$ cat config.mk
export PLATFORM = sky130hd
export DESIGN_NAME = hesm_front_flat
export DESIGN_NICKNAME = d
export VERILOG_FILES = /design/src/hdl/hesm_pkg.sv /design/src/hdl/hesm_if.sv /design/src/hdl/hesm_front.sv /design/src/flat_wrapper.sv
export SDC_FILE = /design/constraint.sdc
export NUM_CORES = 1
export LEC_CHECK = 0
export ABC_CLOCK_PERIOD_IN_PS = 2500
export BUFFER_PORTS_ARGS = -buffer_cell sky130_fd_sc_hd__buf_4
export CAP_MARGIN = 20
export CORE_MARGIN = 2
export CORE_UTILIZATION = 30
export DETAILED_ROUTE_END_ITERATION = 8
export MAX_ROUTING_LAYER = met4
export RECOVER_POWER = 100
export SKIP_CTS_REPAIR_TIMING = 1
export SLEW_MARGIN = 25
export SYNTH_ARGS = -nofsm -noshare
export SYNTH_HDL_FRONTEND = slang
export SYNTH_SLANG_ARGS = --single-unit
$ cat constraint.sdc
create_clock -name clock -period 2.5 [get_ports clock]
set_clock_uncertainty 0.05 [all_clocks]
set_input_delay 0 -clock clock [delete_from_list [all_inputs] [get_ports clock]]
set_output_delay 0 -clock clock [all_outputs]
set_load 0.01 [all_outputs]
$ cat src/hdl/hesm_pkg.sv
package hesm_pkg;

   localparam int ENTRY_BYTES = 256;
   localparam int RING_BYTES  = 256;
   localparam logic [8:0] HOST_MAX = 9'd253;
   localparam logic [7:0] DOT = 8'h2E;
   localparam int QDEPTH = 4;

   typedef enum logic [1:0] {
      OP_PAT_BYTE,
      OP_PAT_END,
      OP_NAME_BYTE,
      OP_NAME_END
   } op_type;

   typedef enum logic [1:0] {
      OUT_ADDED    = 2'd0,
      OUT_REJECTED = 2'd1,
      OUT_MISS     = 2'd2,
      OUT_HIT      = 2'd3
   } outcome_type;

   typedef enum logic [2:0] {
      B_IDLE,
      B_ADD_FIN,
      B_META_RD,
      B_META_CHK,
      B_CMP,
      B_EMIT
   } back_state_type;

   typedef struct packed {
      logic       valid;
      op_type     op;
      logic [7:0] text_byte;
   } queue_item_type;

   function automatic logic [7:0] to_lower(input logic [7:0] c);
      if (c >= 8'h41 && c <= 8'h5A) begin
         return c + 8'h20;
      end
      return c;
   endfunction

endpackage

$ cat src/hdl/hesm_if.sv
interface hesm_req_if;
   logic       valid;
   logic       ready;
   logic       mode;
   logic [7:0] text_byte;
   logic       is_last;
   modport source(output valid, mode, text_byte, is_last, input ready);
   modport sink(input valid, mode, text_byte, is_last, output ready);
endinterface


$ cat src/hdl/hesm_front.sv
module hesm_front (
   input  logic                     clock,
   input  logic                     reset,
   hesm_req_if.sink                 req_if,
   input  logic                     pop,
   output hesm_pkg::queue_item_type head
);

   localparam int PW = $clog2(hesm_pkg::QDEPTH);
   localparam int CNW = $clog2(hesm_pkg::QDEPTH + 1);

   hesm_pkg::op_type  op_mem_ff   [hesm_pkg::QDEPTH];
   logic [7:0]        byte_mem_ff [hesm_pkg::QDEPTH];
   logic [PW-1:0]     wr_ptr_ff, wr_ptr_in, rd_ptr_ff, rd_ptr_in;
   logic [CNW-1:0]    cnt_ff, cnt_in;
   hesm_pkg::op_type  op_class;
   logic              push, take;

   // Classify the request by mode and end mark.
   always_comb begin
      if (req_if.mode) begin
         op_class = req_if.is_last ? hesm_pkg::OP_NAME_END : hesm_pkg::OP_NAME_BYTE;
      end else begin
         op_class = req_if.is_last ? hesm_pkg::OP_PAT_END : hesm_pkg::OP_PAT_BYTE;
      end
   end

   assign req_if.ready = (cnt_ff != CNW'(hesm_pkg::QDEPTH));
   assign push = req_if.valid && req_if.ready;
   assign take = pop && (cnt_ff != '0);

   always_comb begin
      wr_ptr_in = push ? PW'(wr_ptr_ff + 1'b1) : wr_ptr_ff;
      rd_ptr_in = take ? PW'(rd_ptr_ff + 1'b1) : rd_ptr_ff;
      cnt_in = cnt_ff;
      if (push && !take) begin
         cnt_in = CNW'(cnt_ff + 1'b1);
      end else if (take && !push) begin
         cnt_in = CNW'(cnt_ff - 1'b1);
      end
   end

   always_ff @(posedge clock) begin
      if (reset) begin
         wr_ptr_ff <= '0;
         rd_ptr_ff <= '0;
         cnt_ff <= '0;
      end else begin
         wr_ptr_ff <= wr_ptr_in;
         rd_ptr_ff <= rd_ptr_in;
         cnt_ff <= cnt_in;
      end
      if (push) begin
         op_mem_ff[wr_ptr_ff] <= op_class;
         byte_mem_ff[wr_ptr_ff] <= req_if.text_byte;
      end
   end

   always_comb begin
      head.valid = (cnt_ff != '0);
      head.op = op_mem_ff[rd_ptr_ff];
      head.text_byte = byte_mem_ff[rd_ptr_ff];
   end

endmodule

$ cat src/flat_wrapper.sv
// flat-port wrapper written by rule: the top's interface ports become plain ports
module hesm_front_flat 
  (clock, reset, pop, head, req_if_valid, req_if_mode, req_if_text_byte, req_if_is_last, req_if_ready);
  hesm_req_if req_if_i ();
  input  logic clock;
  input  logic reset;
  input  logic pop;
  output hesm_pkg::queue_item_type head;
  input wire logic [$bits(req_if_i.valid)-1:0] req_if_valid;
  input wire logic [$bits(req_if_i.mode)-1:0] req_if_mode;
  input wire logic [$bits(req_if_i.text_byte)-1:0] req_if_text_byte;
  input wire logic [$bits(req_if_i.is_last)-1:0] req_if_is_last;
  output wire logic [$bits(req_if_i.ready)-1:0] req_if_ready;
  assign req_if_i.valid = req_if_valid;
  assign req_if_i.mode = req_if_mode;
  assign req_if_i.text_byte = req_if_text_byte;
  assign req_if_i.is_last = req_if_is_last;
  assign req_if_ready = req_if_i.ready;
  hesm_front u_core (.clock(clock), .reset(reset), .req_if(req_if_i), .pop(pop), .head(head));
endmodule
==> After elaboration in Yosys (flattened, before gate mapping) <==
Memory sizes are Yosys's and may differ from the RTL's. A register that Yosys moved wholly into a read port is not among the register bits.
Cells that the tools add are included.
Widths: inputs -> output; s select.
{ "word_totals": {"wordCells": 29, "input_bits": 14, "register_bits": 7, "output_inout_bits": 12, "mem_bits_rw": 40, "memories": 2} }
{ "op_classes": {"reduce_logical": 8, "n_mux": 11, "n_eq_ne": 1, "add_sub_neg": 4} }
{ "mem_list": {"columns": ["memory", "words", "width", "read_ports", "rd_clocked_by_memory_dff", "write_ports", "line_no", "source"], "rows": [
  ["u_core.byte_mem_ff", 4, 8, 1, 1, 1, "hesm_front.sv:13", "logic [7:0] byte_mem_ff [hesm_pkg::QDEPTH];"],
  ["u_core.op_mem_ff", 4, 2, 1, 1, 1, "hesm_front.sv:12", "hesm_pkg::op_type op_mem_ff [hesm_pkg::QDEPTH];"]
]} }
{ "ops": {"columns": ["op", "count"], "rows": [
  ["$mux 2", 5],
  ["$mux 3", 2],
  ["$add 2x1->2 const B", 2],
  ["$logic_and 1x1->1", 4],
  ["$mux 1", 4],
  ["$add 3x1->3 const B", 1],
  ["$ne 3x3->1 const B", 1],
  ["$reduce_bool 3->1", 1],
  ["$sub 3x1->3 const B", 1],
  ["$logic_not 1->1", 2],
  ["$reduce_bool 2->1", 1]
]} }

==> Longest topological paths before layout <==
Gate-level depths: netlist of the first run.
{ "depth": {"word_depth": 6, "depth_mapped": 8, "mapped_depth_nobuf": 8} }

==> Worst setup path after synthesis of the first run <==
OpenSTA, ideal clock, no wires.
{ "synth_timing": {"kind": "flip-flop to flip-flop", "start": "reg u_core.cnt_ff[0]", "end": "reg u_core.cnt_ff[2]", "t_arrival_ps": 1920, "synth_period_minus_slack_ps": 2040, "n_path_buf": 0, "setup_slack_ps": 460, "required_ps": 2380, "setup_ps": 70, "path_stages_with_launch": 9, "path_cell_list": "dfxtp_1 > nor2_2 > a21boi_4 > ha_1 > inv_1 > fa_1 > xor2_1 > or3_1 > a21oi_1"} }
{ "synth_via": {"elab_chain_cells": 5, "word_cells_on_any_way": 13, "cone_classes": "2 x add/sub; 1 x eq/ne; 2 x mux; 8 x reduce/logical"} }
{ "synth_rtl": {"columns": ["element", "line_no", "source"], "rows": [
  ["start, declared", "hesm_front.sv:15", "logic [CNW-1:0] cnt_ff, cnt_in;"],
  ["start signal, assigned", "hesm_front.sv:51", "cnt_ff <= cnt_in;"],
  ["$ne 3x3->1 *", "hesm_front.sv:28", "assign req_if.ready = (cnt_ff != CNW'(hesm_pkg::QDEPTH));"],
  ["$logic_and 1x1->1 *", "hesm_front.sv:29", "assign push = req_if.valid && req_if.ready;"],
  ["via u_core.push", "hesm_front.sv:17", "logic push, take;"],
  ["$logic_not 1->1", "hesm_front.sv:38", "end else if (take && !push) begin"],
  ["$logic_and 1x1->1", "hesm_front.sv:38", null],
  ["$reduce_bool 2->1 (no line)", null, null]
]} }
Mark *: on every way through the listed nets, which the timed path passes. The rest lies on a longest branch. The select of a mux whose other input is x is not followed.
A chain may end at the register's enable or synchronous reset.

==> Final worst setup path of the first run <==
Same ends and word-level chain as after synthesis.

==> flow_metrics.tcl, run 1 <==
set metrics [dict create \
    p_seq_share_pct 50.9 \
    maxSlewViolCount 0 \
    root_buffer "clkbuf_8" \
    cap_violations 0 \
    dr_total_vias 974 \
    cp_max_fo 7 \
    syn_avg_cell_area_um2 19.21 \
    die_y_um 84.01 \
    timing.final.crit_share_pct 92.00 \
    worst_hold_slack_ns 0.06795 \
    clkLatencyLatePin_ns 0.29 \
    final_hold_viol_count 0 \
    p_per_area_nw_per_um2 942.7 \
    antenna_found_initial 0 \
    track_usage_pct 10.36 \
    setup_viol 0 \
    vias_per_cell 4.468 \
    boundaryPins 26 \
    synth_area_leaders "edfxtp_1, mux4_2, dfxtp_1" \
    synth_top_family_by_area "multiplexers" \
    p_switching_w 0.0006241 \
    finalNonFillerCells 218 \
    p_total_w 0.002190 \
    r2r_end "u_core.cnt_ff[2]" \
    cp_data_arrival_time_ns 2.48 \
    drc 0 \
    yosys.area_share.xor_xnor_pct 1.824 \
    holdCritPathClass "input port to register" \
    leakagePower_nw 0.7747 \
    cts_made_buffers 5 \
    final_cell_mix "edfxtp_1, clkbuf_1, dlygate4sd3_1" \
    grt_max_degree 16 \
    final_common_cell "edfxtp_1" \
    rsz0062_at_grt "no" \
    netlist_instances 100 \
    synth_cell_types 24 \
    synth_compound_area_share_pct 2.606 \
    crit_path_max_incr_delay_ns 0.47 \
    clockPowerShare_pct 25.3 \
    cp_slowest_cell "dfxtp_1" \
    netSwitchingFraction_pct 28.49 \
    place_congestion 0.6791 \
    synth-seq-area-share_pct 71.92 \
    fp.dieArea_um2 7058 \
    wl_per_cell_um 15.13 \
    seq_area_um2 1381 \
    r2r_slack_ns 0.20 \
    clk_pin_slew_ns 0.08 \
    diodes 0 \
    die_w_um 84.01 \
    grt-ovfl-total 0 \
    initial_utilization_pct 30.60 \
    hold_start "pop" \
    synth_nets 120 \
    min_period_ns 2.300 \
    first_global_vias 1020 \
    cp.buffers_inverters 1 \
    critPathLaunchType "register" \
    syn_area_um2 1921 \
    crit_path_cell_trace "nor2_1 > a21boi_4 > ha_1 > inv_1 > fa_1 > xor2_1 > or3_1 > a21oi_1" \
    synth-seq-cells 49 \
    clock_sinks 49 \
    slew_headroom_pct 45.89 \
    n_fill_cell 606 \
    placed_cells 199 \
    htreeDepth 2 \
    reg2reg_from "u_core.cnt_ff[0]" \
    dr.first_iter.drc_count 56 \
    p_int_w 0.001566 \
    drt.antenna.violating_nets 0 \
    multiInputGateArea_um2 504.2 \
    cp.depth 8 \
    crit_family "adder cells" \
    finalSetupTns_ns 0 \
    status "complete, no violations" \
    yosys-mux-area-fraction_pct 13.36 \
    worst_ep_required_time_ns 2.68 \
    finalWirelength_mm 3.299 \
    rr_worst_depth 8 \
    syn2layout_area_growth_pct 20.98 \
    dp_hpwl_mm 2.231 \
    drive_gt1_share_pct 16.31 \
    critPathCaptureType "register" \
    synthAdderAreaFrac_pct 4.300 \
    cts_tree "built" \
    firstDrtPassIters 2 \
    worst_slew_pin_slew_ns 0.8111 \
    grt_pass1_wl_mm 5.257 \
    final_nets 160 \
    ir_worst_vdd_mv 0.3807 \
    row_count 29 \
    synth_top_cell_by_area "edfxtp_1" \
    synth_warnings 0 \
    port_buffers 25 \
    synth_top_area_share_pct 62.54 \
    critical_path_class "register to register" \
    coreArea_um2 6277 \
    pwr-share-comb_pct 23.8 \
    max_freq_ghz 0.4348 \
    whs_path_depth 4 \
    yosys.area_share.simple_pct 4.560 \
    clock_path_buffers 2 \
]
[cells in the mapped netlist]
master	instances
a21boi_4	1
a21oi_1	1
and2_1	4
buf_4	1
clkbuf_1	1
clkbuf_2	1
dfxtp_1	9
edfxtp_1	40
fa_1	1
ha_1	5
inv_1	3
mux2_1	1
mux2i_1	2
mux4_2	10
nand2_1	1
nand2b_1	2
nor2_1	7
nor2_2	1
o21ai_0	1
o311ai_1	1
o31ai_2	1
or3_1	1
or3_2	1
xor2_1	4
[kinds of logic (layout without fill, tap and decap cells)]
family / after synthesis / in the layout
compound gates: 5 / 5
xor+xnor: 4 / 4
fa+ha+maj: 6 / 6
buf+inv: 6 / 47
flops: 49 / 49
mux: 13 / 13
simple gates: 17 / 17
[state kept, by name (all words and copies together), names as in the netlist, named ones only]
| signal | cells |
|---|---|
| u_core.wr_ptr_ff | 2 |
| u_core.op_mem_ff | 8 |
| u_core.cnt_ff | 3 |
| u_core.rd_ptr_ff | 2 |
| u_core.byte_mem_ff | 32 |
[power groups by stage]
| stage | Sequential, W | Clock, W | Combinational, W |
|---|---|---|---|
| after detailed placement | 0.00115 | 0 | 0.000597 |
| after global routing | 0.00114 | 0.000594 | 0.000577 |
| after floorplan | 0.00107 | 0 | 0.000424 |
| after CTS | 0.00113 | 0.000566 | 0.000601 |
| final | 0.00112 | 0.000554 | 0.000520 |
| after global placement | 0.00113 | 0 | 0.000574 |
[worst max path at each step]
stage,start,endpoint,slack [ns]
floorplan,u_core.cnt_ff[0],u_core.cnt_ff[2],0.46
global placement,u_core.cnt_ff[0],u_core.cnt_ff[2],0.40
detailed placement,u_core.cnt_ff[0],u_core.cnt_ff[2],0.21
CTS,u_core.cnt_ff[0],u_core.cnt_ff[2],0.19
global route,u_core.cnt_ff[0],u_core.cnt_ff[2],0.04
finish,u_core.cnt_ff[0],u_core.cnt_ff[2],0.20
[per-layer routing]
metal	GRT usage (%)	up-vias	part of all wire, %
met2	17.09	24	50
li1	-	463	-
met1	11.97	479	44
met5	-	-	0
met4	4.399	0	1.3
met3	2.770	8	4.2
[per-stage QoR]
stage                     util [%]  setup WS (ns)  instance area, um2
after floorplan                  -         0.4602                1921
after global placement       34.86         0.4029                2188
after global routing         37.01        0.04182                2323
after detailed placement     34.86         0.2131                2188
after CTS                    36.64         0.1927                2300
final                        37.01         0.1999                2323
[tightest hold or removal path, delay by kind of cell]
| family | cells | cell delay [ns] |
|---|---|---|
| xor+xnor | 1 | 0.09 |
| compound gates | 1 | 0.10 |
| simple gates | 1 | 0.08 |
| buf+inv | 1 | 0.11 |
[layout make-up]
type                    count  share of cell area [%]
clock buffers               6                   3.123
clock inverters             2                   1.669
inverters                   3                  0.4847
multi-input cells          45                   21.70
flip-flops and latches     49                   59.45
well taps                  77                   4.146
repair buffers             36                   9.424
No activity file was read; power rests on OpenSTA's default activity.
==> run 2: changes to the inputs <==
--- a/config.mk
+++ b/config.mk
@@ -5,6 +5,7 @@
 export SDC_FILE = /design/constraint.sdc
 export NUM_CORES = 1
 export LEC_CHECK = 0
+export ABC_AREA = 1
 export ABC_CLOCK_PERIOD_IN_PS = 2500
 export BUFFER_PORTS_ARGS = -buffer_cell sky130_fd_sc_hd__buf_4
 export CAP_MARGIN = 20
==> flow_metrics.tcl, run 2 <==
set metrics [dict create \
    status "complete, no violations" \
    firstDrtPassIters 4 \
    port_buffers 25 \
    wl_per_cell_um 12.10 \
    min_period_ns 2.059 \
    critPathCaptureType "register" \
    drt.antenna.violating_nets 0 \
    worst_slew_pin_slew_ns 0.6525 \
    syn_avg_cell_area_um2 12.07 \
    cap_violations 0 \
    cts_tree "built" \
    crit_path_cell_trace "nor2_1 > nand2_4 > nand2_1 > inv_1 > ha_1 > inv_1 > fa_1 > o21ai_0 > nor2_1" \
    synth_most_common_cell "edfxtp_1" \
    finalSetupTns_ns 0 \
    rsz0062_at_grt "no" \
    dr_total_vias 1264 \
    grt_pass1_wl_mm 5.313 \
    crit_family "simple AND/OR/NAND/NOR gates" \
    syn2layout_area_growth_pct 20.79 \
    boundaryPins 26 \
    vias_per_cell 4.374 \
    synth-seq-area-share_pct 69.35 \
    syn_area_um2 1992 \
    max_freq_ghz 0.4856 \
    crit_path_max_incr_delay_ns 0.41 \
    netlist_instances 165 \
    holdCritPathClass "input port to register" \
    die_w_um 85.49 \
    met1_length_mm 1.616 \
    fp.dieArea_um2 7308 \
    cp.buffers_inverters 2 \
    synthTopCellsByCount "edfxtp_1, nor2_1, o21ai_0, inv_1" \
    final_nets 231 \
    dr.first_iter.drc_count 64 \
    maxSlewViolCount 0 \
    reg_top3 "u_core.byte_mem_ff: 32 flops, u_core.op_mem_ff: 8 flops, u_core.cnt_ff: 3 flops" \
    track_usage_pct 10.22 \
    p_per_area_nw_per_um2 896.2 \
    async_flop_share_pct 0 \
    largest_register_ffs 32 \
    cp_max_fo 5 \
    synth-seq-cells 49 \
    synth_warnings 0 \
    cts_made_buffers 5 \
    coreArea_um2 6386 \
    timing.final.crit_share_pct 82.37 \
    placed_cells 267 \
    setup_viol 0 \
    clock_sinks 49 \
    ir_worst_vdd_mv 0.4073 \
    synth_area_leaders "edfxtp_1, dfxtp_1, nor2_1" \
    clk_pin_slew_ns 0.09 \
    drc 0 \
    synth_cell_types 21 \
    final_hold_viol_count 0 \
    grt_max_degree 22 \
    antenna_found_initial 0 \
    die_y_um 85.49 \
    r2r_slack_ns 0.44 \
    critPathLaunchType "register" \
    slew_headroom_pct 56.50 \
    clock_path_buffers 2 \
    dr.max_layer_used "met4" \
    final_cell_mix "edfxtp_1, nor2_1, clkbuf_1" \
    final_common_cell "edfxtp_1" \
    cp_data_arrival_time_ns 2.21 \
    htreeDepth 2 \
    critical_path_class "register to register" \
    ys.flop_type "edfxtp_1" \
    place_congestion 0.7269 \
    root_buffer "clkbuf_8" \
    finalNonFillerCells 289 \
    synth_top_cell_by_area "edfxtp_1" \
    cp_slowest_cell "fa_1" \
    clkLatencyLatePin_ns 0.30 \
    wl_met3_um 119 \
    grt-ovfl-total 0 \
    first_global_vias 1136 \
    synth_edf_count 40 \
    synth_nets 185 \
    dp_hpwl_mm 2.235 \
    worst_ep_required_time_ns 2.65 \
    leakagePower_nw 0.8658 \
    top_register "u_core.byte_mem_ff" \
    drive_gt1_share_pct 8.019 \
    wl_met2_mm 1.690 \
    finalWirelength_mm 3.496 \
    row_count 29 \
    diodes 0 \
    initial_utilization_pct 31.19 \
    synth_top_area_share_pct 60.30 \
]
## run 2: changes by cell type in the layout (fill, tap and decap cells not counted), moves of 4 or more
cell,change
and2_0,-4
inv_1,+13
mux4_2,-10
nand2_1,+11
nand3_1,+4
nor2_1,+25
o21ai_0,+20
o22ai_1,+10
## run 2: cells by family after synthesis
family / synth area share [%]
buffers and inverters: 4.145
AOI/OAI and AO/OA: 9.171
and+or+nand+nor: 12.75
xor gates and xnor gates: 0.4398
DFF: 69.35
adders and majority gates: 4.146
## run 2: worst paths after layout
check                        end                 from  cells after the start
max             u_core.cnt_ff[1]     u_core.cnt_ff[0]                      9
min                     register                reset                      3
max reg2reg     u_core.cnt_ff[1]     u_core.cnt_ff[0]                      9
min reg2reg  u_core.rd_ptr_ff[1]  u_core.rd_ptr_ff[1]                      2
## run 2: layer usage
| metal | up-vias | global-route usage, % |
|---|---|---|
| met1 | 574 | 11.69 |
| met2 | 23 | 16.12 |
| li1 | 662 | - |
| met3 | 5 | 2.918 |
| met5 | - | - |
| met4 | 0 | 5.628 |
## run 2: cell type report
type	count	area, um2
Sequential cell	49	1381
Clock inverter	3	25.02
Inverter	16	60.06
Timing Repair Buffer	44	269.0
Fill cell	637	3980
Tap cell	77	96.34
Clock buffer	5	68.82
Multi-Input combinational cell	95	505.5
## run 2: worst reg2reg max path: stages, from the launching register on
cell and delay (ns):
dfxtp_1 0.35, nor2_1 0.31, nand2_4 0.09, nand2_1 0.16, inv_1 0.11, ha_1 0.20, inv_1 0.09, fa_1 0.41
o21ai_0 0.15, nor2_1 0.05
## run 2: per-stage QoR
| step | cell area (um2) | total power (W) | utilization (%) | worst slack, ns | hold WS, ns |
|---|---|---|---|---|---|
| after CTS | 2385 | 0.002275 | 37.34 | 0.6682 | -0.1711 |
| after floorplan | 1992 | 0.001520 | - | 0.7730 | 0.01907 |
| after global routing | 2406 | 0.002305 | 37.68 | 0.2735 | 0.3916 |
| after global placement | 2291 | 0.001799 | 35.87 | 0.7317 | 0.1549 |
| after detailed placement | 2291 | 0.001809 | 35.87 | 0.6878 | 0.1562 |
| final | 2406 | 0.002156 | 37.68 | 0.4407 | 0.3875 |
## run 2: power breakdown
group	internal, W	switching, W
Clock	0.000202	0.000269
Sequential	0.000999	0.0000554
Combinational	0.000225	0.000406
==> run 3: changes to the inputs <==
--- a/config.mk
+++ b/config.mk
@@ -6,7 +6,7 @@
 export NUM_CORES = 1
 export LEC_CHECK = 0
 export ABC_AREA = 1
-export ABC_CLOCK_PERIOD_IN_PS = 2500
+export ABC_CLOCK_PERIOD_IN_PS = 1900
 export BUFFER_PORTS_ARGS = -buffer_cell sky130_fd_sc_hd__buf_4
 export CAP_MARGIN = 20
 export CORE_MARGIN = 2
==> constraint.sdc (replaced) <==
create_clock -name clock -period 1.9 [get_ports clock]
set_clock_uncertainty 0.05 [all_clocks]
set_input_delay 0 -clock clock [delete_from_list [all_inputs] [get_ports clock]]
set_output_delay 0 -clock clock [all_outputs]
set_load 0.01 [all_outputs]
==> flow_metrics.tcl, run 3 (synthesized netlist as in run 2, its figures left out) <==
set metrics [dict create \
    crit_path_cell_trace "nor2_4 > nand2_4 > nand2_4 > inv_2 > ha_1 > inv_1 > fa_1 > o21ai_0 > nor2_1" \
    pwr-share-comb_pct 29.7 \
    clk_pin_slew_ns 0.09 \
    cp_slowest_cell "fa_1" \
    final_common_cell "edfxtp_1" \
    boundaryPins 26 \
    cp_max_fo 5 \
    vias_per_cell 4.528 \
    setup_slack_ns 0.09549 \
    r2r_slack_ns 0.1 \
    dr.first_iter.drc_count 63 \
    die_y_um 85.49 \
    grt_max_degree 21 \
    slew_headroom_pct 52.39 \
    antenna_found_initial 0 \
    cp.buffers_inverters 2 \
    clock_path_buffers 2 \
    setup_viol 0 \
    row_count 29 \
    ir_worst_vdd_mv 0.7105 \
    clockPowerShare_pct 21.4 \
    final_hold_viol_count 0 \
    n_fill_cell 639 \
    crit_path_max_incr_delay_ns 0.41 \
    largest_register_ffs 32 \
    die_w_um 85.49 \
    critPathCaptureType "register" \
    cap_violations 0 \
    status "complete, no violations" \
    cts_made_buffers 5 \
    critPathLaunchType "register" \
    drt.antenna.violating_nets 0 \
    final_cell_mix "edfxtp_1, nor2_1, clkbuf_1" \
    p_per_area_nw_per_um2 1186 \
    path_common_cell "nand2_4" \
    wl_per_cell_um 12.64 \
    dr_total_vias 1304 \
    root_buffer "clkbuf_8" \
    fp.dieArea_um2 7308 \
    netSwitchingFraction_pct 34.34 \
    rsz0062_at_grt "no" \
    worst_ep_required_time_ns 2.04 \
    maxSlewViolCount 0 \
    critical_path_class "register to register" \
    first_global_vias 1209 \
    finalSetupTns_ns 0 \
    dp_hpwl_mm 2.314 \
    cp_data_arrival_time_ns 1.95 \
    place_congestion 0.7110 \
    multiInputGateArea_um2 528.0 \
    p_seq_share_pct 48.9 \
    initial_utilization_pct 31.19 \
    coreArea_um2 6386 \
    grt-ovfl-total 0 \
    track_usage_pct 10.54 \
    clock_sinks 49 \
    clkLatencyLatePin_ns 0.30 \
    syn2layout_area_growth_pct 21.48 \
    timing.final.crit_share_pct 94.97 \
    p_switching_w 0.0009857 \
    max_freq_ghz 0.5542 \
    cts_tree "built" \
    port_buffers 25 \
    drive_gt1_share_pct 10.90 \
    holdCritPathClass "input port to register" \
    diodes 0 \
    seq_area_um2 1384 \
    p_int_w 0.001885 \
    htreeDepth 2 \
    grt_pass1_wl_mm 5.644 \
    leakagePower_nw 0.8674 \
    firstDrtPassIters 3 \
    dpl_worst_slack_ns 0.04384 \
    min_period_ns 1.805 \
    final_nets 230 \
    drc 0 \
    reg_top3 "u_core.byte_mem_ff: 32 flops, u_core.op_mem_ff: 8 flops, u_core.cnt_ff: 3 flops" \
    top_register "u_core.byte_mem_ff" \
    worst_slew_pin_slew_ns 0.7142 \
    finalWirelength_mm 3.641 \
    crit_family "adder cells" \
]
run 3: power groups by stage:
stage,sequential (W),combinational (W),clock [W]
5_1_grt,0.00142,0.000976,0.000675
6_report,0.00140,0.000852,0.000615
3_5_place_dp,0.00142,0.000964,0
2_1_floorplan,0.00140,0.000598,0
4_1_cts,0.00140,0.000965,0.000630
3_3_place_gp,0.00142,0.000948,0
run 3: layout make-up:
class | instances | share of cell area, %
flip-flops and latches | 49 | 57.19
clock inverters | 3 | 0.8790
well taps | 77 | 3.981
clock buffers | 5 | 2.844
inverters | 16 | 2.482
repair buffers | 43 | 10.81
multi-input cells | 95 | 21.82
run 3: routing by layer:
layer	wire, um	vias to the layer above	GRT usage [%]	part of all wire [%]
li1	-	656	-	-
met1	1714	625	12.83	47
met2	1756	19	16.41	48
met3	107	4	3.113	2.9
met4	63	0	4.329	1.7
met5	0	-	-	0
run 3: final timing paths:
check	startpoint	to	cells after the start
worst max register to register	u_core.cnt_ff[0]	u_core.cnt_ff[1]	9
worst min-delay path	reset	u_core.cnt_ff[0]	3
worst max-delay path	u_core.cnt_ff[0]	u_core.cnt_ff[1]	9
worst min register to register	u_core.rd_ptr_ff[0]	u_core.rd_ptr_ff[0]	2
run 3: metrics by stage:
step | total power [W] | hold WS, ns | instances | area, um2 | util [%]
2_1_floorplan | 0.002000 | 0.01907 | 165 | 1992 | -
3_3_place_gp | 0.002371 | 0.1549 | 267 | 2291 | 35.87
3_5_place_dp | 0.002388 | 0.1550 | 267 | 2291 | 35.87
4_1_cts | 0.002996 | -0.1650 | 275 | 2381 | 37.28
5_1_grt | 0.003073 | 0.3912 | 288 | 2420 | 37.89
6_report | 0.002871 | 0.3804 | 288 | 2420 | 37.89
run 3: tightest hold or removal path, stage by stage:
cell and delay (ns):
dlygate4sd3_1 0.52, buf_4 0.13, nor2_1 0.04
